===== src/rtl/cbc_pkg.sv =====
// ----------------------------------------------------------------------------
// cbc_pkg
// Shared types and constants of the cartridge bank controller.
// ----------------------------------------------------------------------------
package cbc_pkg;

	localparam int RAM_BANK_BYTES = 8192;
	localparam int ROM_BANK_BYTES = 16384;
	localparam int RAM_OFF_W      = $clog2(RAM_BANK_BYTES);
	localparam int ROM_OFF_W      = $clog2(ROM_BANK_BYTES);
	localparam int ROM_SEL_W      = 5;
	localparam int ROM_ADDR_W     = ROM_SEL_W + ROM_OFF_W;
	localparam int RAM_SEL_W      = 2;
	localparam int RAM_CNT_W      = 3;
	localparam int RAM_IDX_MAX_W  = RAM_SEL_W + RAM_OFF_W;
	localparam int ADDR_W         = 16;
	localparam int BYTE_W         = 8;
	localparam int IN_TDATA_W     = 24;
	localparam int OUT_TDATA_W    = 32;
	localparam int CFG_IDX_W      = 2;
	localparam int CFG_DATA_W     = 5;

	localparam logic [3:0]        RAM_EN_KEY  = 4'hA;
	localparam logic [BYTE_W-1:0] OPEN_BUS    = 8'hFF;
	localparam logic [2:0]        RAM_REGION  = 3'b101;
	localparam logic              REQ_READ    = 1'b0;
	localparam logic              REQ_WRITE   = 1'b1;

	typedef enum logic [CFG_IDX_W-1:0] {
		CFG_ROM_MASK  = 2'd0,
		CFG_RAM_COUNT = 2'd1,
		CFG_HAS_RAM   = 2'd2
	} cfg_reg_t;

	typedef enum logic [1:0] {
		REG_RAM_ENABLE = 2'd0,
		REG_ROM_BANK   = 2'd1,
		REG_RAM_BANK   = 2'd2,
		REG_MODE       = 2'd3
	} bank_reg_t;

	typedef struct packed {
		logic                  ram_read;
		logic                  ram_ok;
		logic                  rom_read;
		logic [ROM_ADDR_W-1:0] rom_address;
		logic                  fault;
	} dec_t;

	typedef struct packed {
		logic                     we;
		logic                     re;
		logic [RAM_IDX_MAX_W-1:0] idx;
		logic [BYTE_W-1:0]        wdata;
	} ram_req_t;

endpackage


===== src/rtl/cbc_ctrl.sv =====
// ----------------------------------------------------------------------------
// cbc_ctrl
// Configuration and bank registers, address decode and RAM request forming.
// ----------------------------------------------------------------------------
module cbc_ctrl #(
	parameter int RAM_BANKS     = 4,
	parameter int ROM_BANK_BITS = 5
) (
	input  logic                           clk,
	input  logic                           arst_n,
	input  logic                           cfg_wr,
	input  logic [cbc_pkg::CFG_IDX_W-1:0]  cfg_index,
	input  logic [cbc_pkg::CFG_DATA_W-1:0] cfg_data,
	input  logic                           acc,
	input  logic                           req_type,
	input  logic [cbc_pkg::ADDR_W-1:0]     address,
	input  logic [cbc_pkg::BYTE_W-1:0]     write_data,
	output cbc_pkg::dec_t                  dec,
	output cbc_pkg::ram_req_t              ram_req
);
	import cbc_pkg::*;

	logic [ROM_SEL_W-1:0]     rom_mask_q;
	logic [RAM_CNT_W-1:0]     ram_cnt_q;
	logic                     has_ram_q;
	logic                     ram_en_q;
	logic [ROM_BANK_BITS-1:0] rom_sel_q;
	logic [RAM_SEL_W-1:0]     ram_sel_q;
	logic                     mode_q;

	logic                     is_wr;
	logic                     in_rom;
	logic                     in_ram;
	logic [RAM_SEL_W-1:0]     eff_bank;
	logic                     ram_ok;
	logic [ROM_BANK_BITS-1:0] sel_nz;
	logic [ROM_SEL_W-1:0]     rom_bank;
	logic [RAM_SEL_W-1:0]     new_ram_sel;

	always_comb begin
		is_wr       = (req_type == REQ_WRITE);
		in_rom      = ~address[ADDR_W-1];
		in_ram      = (address[ADDR_W-1 -: 3] == RAM_REGION);
		eff_bank    = mode_q ? ram_sel_q : '0;
		ram_ok      = has_ram_q && ram_en_q
			&& ({1'b0, eff_bank} < ram_cnt_q)
			&& ({1'b0, eff_bank} < RAM_CNT_W'(RAM_BANKS));
		sel_nz      = (rom_sel_q == '0) ? ROM_BANK_BITS'(1) : rom_sel_q;
		rom_bank    = ROM_SEL_W'(sel_nz) & rom_mask_q;
		new_ram_sel = write_data[RAM_SEL_W-1:0];

		dec.fault       = !in_rom && !in_ram;
		dec.rom_read    = in_rom && !is_wr;
		dec.ram_read    = in_ram && !is_wr;
		dec.ram_ok      = ram_ok;
		if (!dec.rom_read) begin
			dec.rom_address = '0;
		end else if (address[ROM_OFF_W]) begin
			dec.rom_address = {rom_bank, address[ROM_OFF_W-1:0]};
		end else begin
			dec.rom_address = {{ROM_SEL_W{1'b0}}, address[ROM_OFF_W-1:0]};
		end

		ram_req.re    = acc && in_ram && !is_wr && ram_ok;
		ram_req.we    = acc && in_ram && is_wr && ram_ok;
		ram_req.idx   = {eff_bank, address[RAM_OFF_W-1:0]};
		ram_req.wdata = write_data;
	end

	always_ff @(posedge clk or negedge arst_n) begin
		if (!arst_n) begin
			rom_mask_q <= '1;
			ram_cnt_q  <= RAM_CNT_W'(4);
			has_ram_q  <= 1'b1;
		end else if (cfg_wr) begin
			unique case (cfg_index)
				CFG_ROM_MASK:  rom_mask_q <= cfg_data[ROM_SEL_W-1:0];
				CFG_RAM_COUNT: ram_cnt_q  <= cfg_data[RAM_CNT_W-1:0];
				CFG_HAS_RAM:   has_ram_q  <= cfg_data[0];
				default: ;
			endcase
		end
	end

	always_ff @(posedge clk or negedge arst_n) begin
		if (!arst_n) begin
			ram_en_q  <= 1'b0;
			rom_sel_q <= ROM_BANK_BITS'(1);
			ram_sel_q <= '0;
			mode_q    <= 1'b0;
		end else if (acc && in_rom && is_wr) begin
			unique case (bank_reg_t'(address[ROM_OFF_W:ROM_OFF_W-1]))
				REG_RAM_ENABLE: ram_en_q <= (write_data[3:0] == RAM_EN_KEY);
				REG_ROM_BANK:   rom_sel_q <= write_data[ROM_BANK_BITS-1:0];
				REG_RAM_BANK: begin
					if ({1'b0, new_ram_sel} < ram_cnt_q) begin
						ram_sel_q <= new_ram_sel;
					end
				end
				REG_MODE:       mode_q <= write_data[0];
				default: ;
			endcase
		end
	end

endmodule


===== config.mk =====
export PLATFORM = sky130hd
export DESIGN_NAME = cbc_ctrl
export DESIGN_NICKNAME = d
export VERILOG_FILES = /design/src/rtl/cbc_pkg.sv /design/src/rtl/cbc_ctrl.sv
export SDC_FILE = /design/constraint.sdc
export NUM_CORES = 1
export LEC_CHECK = 0
export CAP_MARGIN = 15
export CORE_UTILIZATION = 50
export DETAILED_ROUTE_END_ITERATION = 7
export DONT_BUFFER_PORTS = 1
export SLEW_MARGIN = 0
export SYNTH_ARGS = -nofsm -noshare
export SYNTH_HDL_FRONTEND = slang
export SYNTH_SLANG_ARGS = --single-unit

===== constraint.sdc =====
create_clock -name clk -period 2.8 [get_ports clk]
set_clock_uncertainty 0.1 [all_clocks]
set_input_delay 0.14 -clock clk [delete_from_list [all_inputs] [get_ports clk]]
set_output_delay 0.14 -clock clk [all_outputs]
set_load 0.02 [all_outputs]

# After elaboration in Yosys (flattened, before gate mapping)
# Cells that the tools add are included.
# word_totals
register_bits,18
input_bits,36
out_inout_bits,48
# op_classes
magnitude_cmp,2
eq_ne,7
mux,4
bitwise,2
reduce_logical,24
# ops
cell,count
two-way mux 19 bit,2
logical AND 1 bit,12
AND reduction 2 bit,6
"equality test 2 bit, second input constant",3
< comparator 2 x 3 -> 1 bit,2
AND 5 bit,1
zero test 5 bit,1
two-way mux 5 bit,1
"equality test 2 x 1 -> 1 bit, second input constant",2
"equality test 4 bit, second input constant",1
zero test 2 bit,2
"equality test 3 bit, second input constant",1
AND reduction 3 bit,1
zero test 1 bit,2
two-way mux 2 bit,1
inverter 1 bit,1

# Longest topological paths before layout
# logic_depth
word_depth,5
mapped_depth,5

# Worst setup path before layout
# No wires, ideal clock.
# synth_path
path_type,register to output
startpoint,register mode_q
endpoint,output port ram_req[23] (netlist name)
arrival_time_ns,1.436
required_time_ns,2.560
path_slack_ns,1.124
stages_incl_launch_ff,5
path_buffers,0
path_cell_list,dfrtp_1 > and2_1 > ha_1 > a21o_1 > a21oi_1
# synth_rtl
element,line_no,rtl
from (decl),cbc_ctrl.sv:29,logic mode_q;
from (signal assigned),cbc_ctrl.sv:100,REG_MODE: mode_q <= write_data[0];
to (decl),cbc_ctrl.sv:19,output cbc_pkg::ram_req_t ram_req

==> impl_results.md <==
* Total grt overflow at 0
* Clk root buf: clkbuf_4
* Die width at between 50 and 60 µm
* Setup TNS at 0 ps
* Type of origin of the critical path: register
* Die H at between 50 and 60 µm
* Wirelength per Cell at 17.5 µm
* CTS tree: built
* Setup Fix Bufs, Post-CTS at 0
* Worst r2r src: ram_cnt_q[1]
* Post-Syn Instances at around 110
* Core Footprint at 2250 µm²
* Initial antenna violation count at 0
* CP max FO at 3
* Slew HR at around 47%
* Slowest-stage cell, CP: dfrtp_1
* Die area at ~2600 µm²
* Final HPWL DP at about 1.9 mm
* IO buf count at 0
* Setup WS post-layout at 716 ps
* Clock H-tree levels at 1
* Post-synthesis sequential area ratio at 38.1%
* RR Endpoint: ram_sel_q[1]
* Synthesized flop and latch total at 18
* Final ANT Viol Nets at 0
* N_diodes at 0
* # rows at 17
* Starting DRT DRC Count at 7
* Synthesized area per cell at ~11 µm²
* Comb pwr share at between 20 and 30%
* P_leak at about 0.54 nW
* WL met1 at ~980 µm
* Min-delay src: address[13]
* Setup violators final at 0
* Crit path required time at 2560 ps
* Crit Path Category: reg2out
* Placer Congestion at around 0.77
* Part of the cycle the worst path needs at 74.4%
* Top_reg_cell synth: dfrtp_1
* Top sig layer: met4
* Critical Path End Type: output pin
* Share of layout cells above drive strength 1 at between 30% and 40%
* Int Pwr at approximately 0.00048 W
* Final Core Density at 55.4%
* NumNets Final at 148
* Via-per-instance ratio at between 5 and 6
* Slew at the pin closest to its max-slew limit at 794 ps
* Max Cap Viol at 0
* Peak Freq at around 480 MHz
* Final hold viol count at 0
* Met3 WL at roughly 220 µm
* Critical path cell sequence: and2_1 -> ha_1 -> a21o_1 -> a21oi_1
* DR pass1 iterations at 4
* Final Critical Period at between 2000 and 2500 ps
* Clk pwr share at 19.2%
* CTS Buf Count at 3
* Slew Viols, Final at 0
* Met2 wire len at around 1.2 mm
* Tot GR Track Use at around a fifth
* PD cells at 532 nW/µm²
* Hold/Removal Path Class: in2reg
* Clk Latency, worst-skew pair at around 280 ps
* Area growth, synth to finish at 3.31%
* Reg clk slew, reported paths at roughly 100 ps
* Vias at 817
* DRC errors left at 0
* Mapped Area at 1210 µm²
* Pre-CTS setup slack at 1050 ps
* Yosys warnings at 0
* Hold-critical path depth at 2
* Reg2Reg Setup Slack at 1170 ps
* Largest net degree at the start of global routing at 19
* Sw Pwr at ~0.00019 W
* I/O Pins at 84
* Vias in the first global route at approximately 770
* Fill cells at 206
* First-pass GRT wire length at ~3.7 mm
* FFs w/ async S/R, synth at 100%
* Routed wire length at approximately 2.4 mm
* Starting density of the core at about 54%
* Outcome: finished, final reports clean
* Synthesized Nets at about 150
* Total clock sinks at 18
* R2R depth at 5
* Hold endpoint: ram_en_q
* Max incr delay on CP at about 400 ps
* RSZ-0062 raised after global routing: no
* Peak VDD IR at 374 µV
* Switching share of power at 28.4%
* Register share of total power at 55.6%
* Clk buf depth at 2
* Arrival @ worst endpoint at between 1500 and 2000 ps
* Yosys cell types at 31
* EDFF count, synth at 0
## cell type report
cell class,count,area [µm²],share of cell area (%)
clock buffers,4,26.3,2.10
inverters,3,11.3,0.901
flip-flops and latches,18,460,36.8
well taps,28,35.0,2.80
multi-input cells,69,569,45.5
repair buffers,15,148,11.8
## flip-flops by register name (all words and copies together), names as in the netlist
register    count
rom_mask_q      5
ram_sel_q       2
has_ram_q       1
ram_cnt_q       3
mode_q          1
ram_en_q        1
rom_sel_q       5
## what timing repair did
action                                  4_1_cts  5_1_grt
hold buffers                                 14        0
endpoints found under the hold margin        35        0
endpoints found under the setup margin        0        0
gates resized for setup                       0        0
## Yosys cell counts, types with 2 or more instances
library cell / number / area share (%)
mux2_4: 2 / 2.5
nor4_1: 2 / 1.0
dfstp_2: 8 / 17
and3_1: 4 / 2.1
nand3b_1: 2 / 1.2
ha_1: 2 / 2.1
a21oi_1: 3 / 1.2
nor2_1: 2 / 0.62
mux2_2: 16 / 15
and2_1: 16 / 8.3
nand2_1: 4 / 1.2
buf_4: 22 / 14
inv_1: 3 / 0.93
dfrtp_1: 10 / 21
## metal layers
layer,up-vias,track usage (%)
met5,-,0
met4,0,8.33
met3,4,3.57
met2,63,31.1
met1,386,24.8
li1,364,-
## kinds of logic (layout without fill, tap and decap cells)
logic type	count (synthesis)	after routing	share of synthesized area, %
buffers and inverters	26	22	14.9
multiplexers	18	18	17.4
AO/OA/AOI/OAI	7	7	4.45
flip-flops	18	18	38.1
adder cells (fa/ha/maj)	2	2	2.07
AND/OR/NAND/NOR	42	42	23.2
## layout by cell type (no fill, tap or decap), types with 2 or more instances in the layout
cell type / instances
dlygate4sd3_1: 14
and2_1: 16
dfstp_2: 8
nand3b_1: 2
mux2_4: 2
nor2_1: 2
and3_1: 4
mux2_2: 16
ha_1: 2
nor4_1: 2
clkbuf_4: 3
dfrtp_1: 10
inv_1: 3
a21oi_1: 3
nand2_1: 4
## power by group through the flow
stage / Clock (W) / Sequential [W] / Combinational, W
global placement: 0 / 0.000372 / 0.000142
floorplan: 0 / 0.000358 / 0.000175
detailed placement: 0 / 0.000375 / 0.000146
finish: 0.000128 / 0.000370 / 0.000168
CTS: 0.000135 / 0.000370 / 0.000169
global route: 0.000146 / 0.000376 / 0.000186
## worst max-delay path, delay by kind of cell, from the launching register on
kind	cells	cell delay (ps)
fa+ha+maj	1	330
compound gates	2	580
simple gates	1	250
flops	1	400
## worst max path at each step
stage,start,end,slack [ps]
3_5_place_dp,ram_sel_q[1],ram_req[24],1050
4_1_cts,ram_sel_q[1],ram_req[24],710
2_1_floorplan,mode_q,ram_req[23],1120
3_3_place_gp,mode_q,ram_req[23],1080
6_report,ram_sel_q[1],ram_req[24],720
5_1_grt,ram_sel_q[1],dec[21],640
## stage by stage
stage / hold WS [ps] / instances / instance area [µm²] / power [W]
finish: 25.7 / 137 / 1250 / 0.000665
floorplan: -256 / 113 / 1210 / 0.000533
global route: 5.89 / 137 / 1250 / 0.000708
CTS: 11.7 / 137 / 1250 / 0.000674
global placement: -255 / 119 / 1080 / 0.000514
detailed placement: -255 / 119 / 1080 / 0.000521
Power figures use the tool's default switching activity.
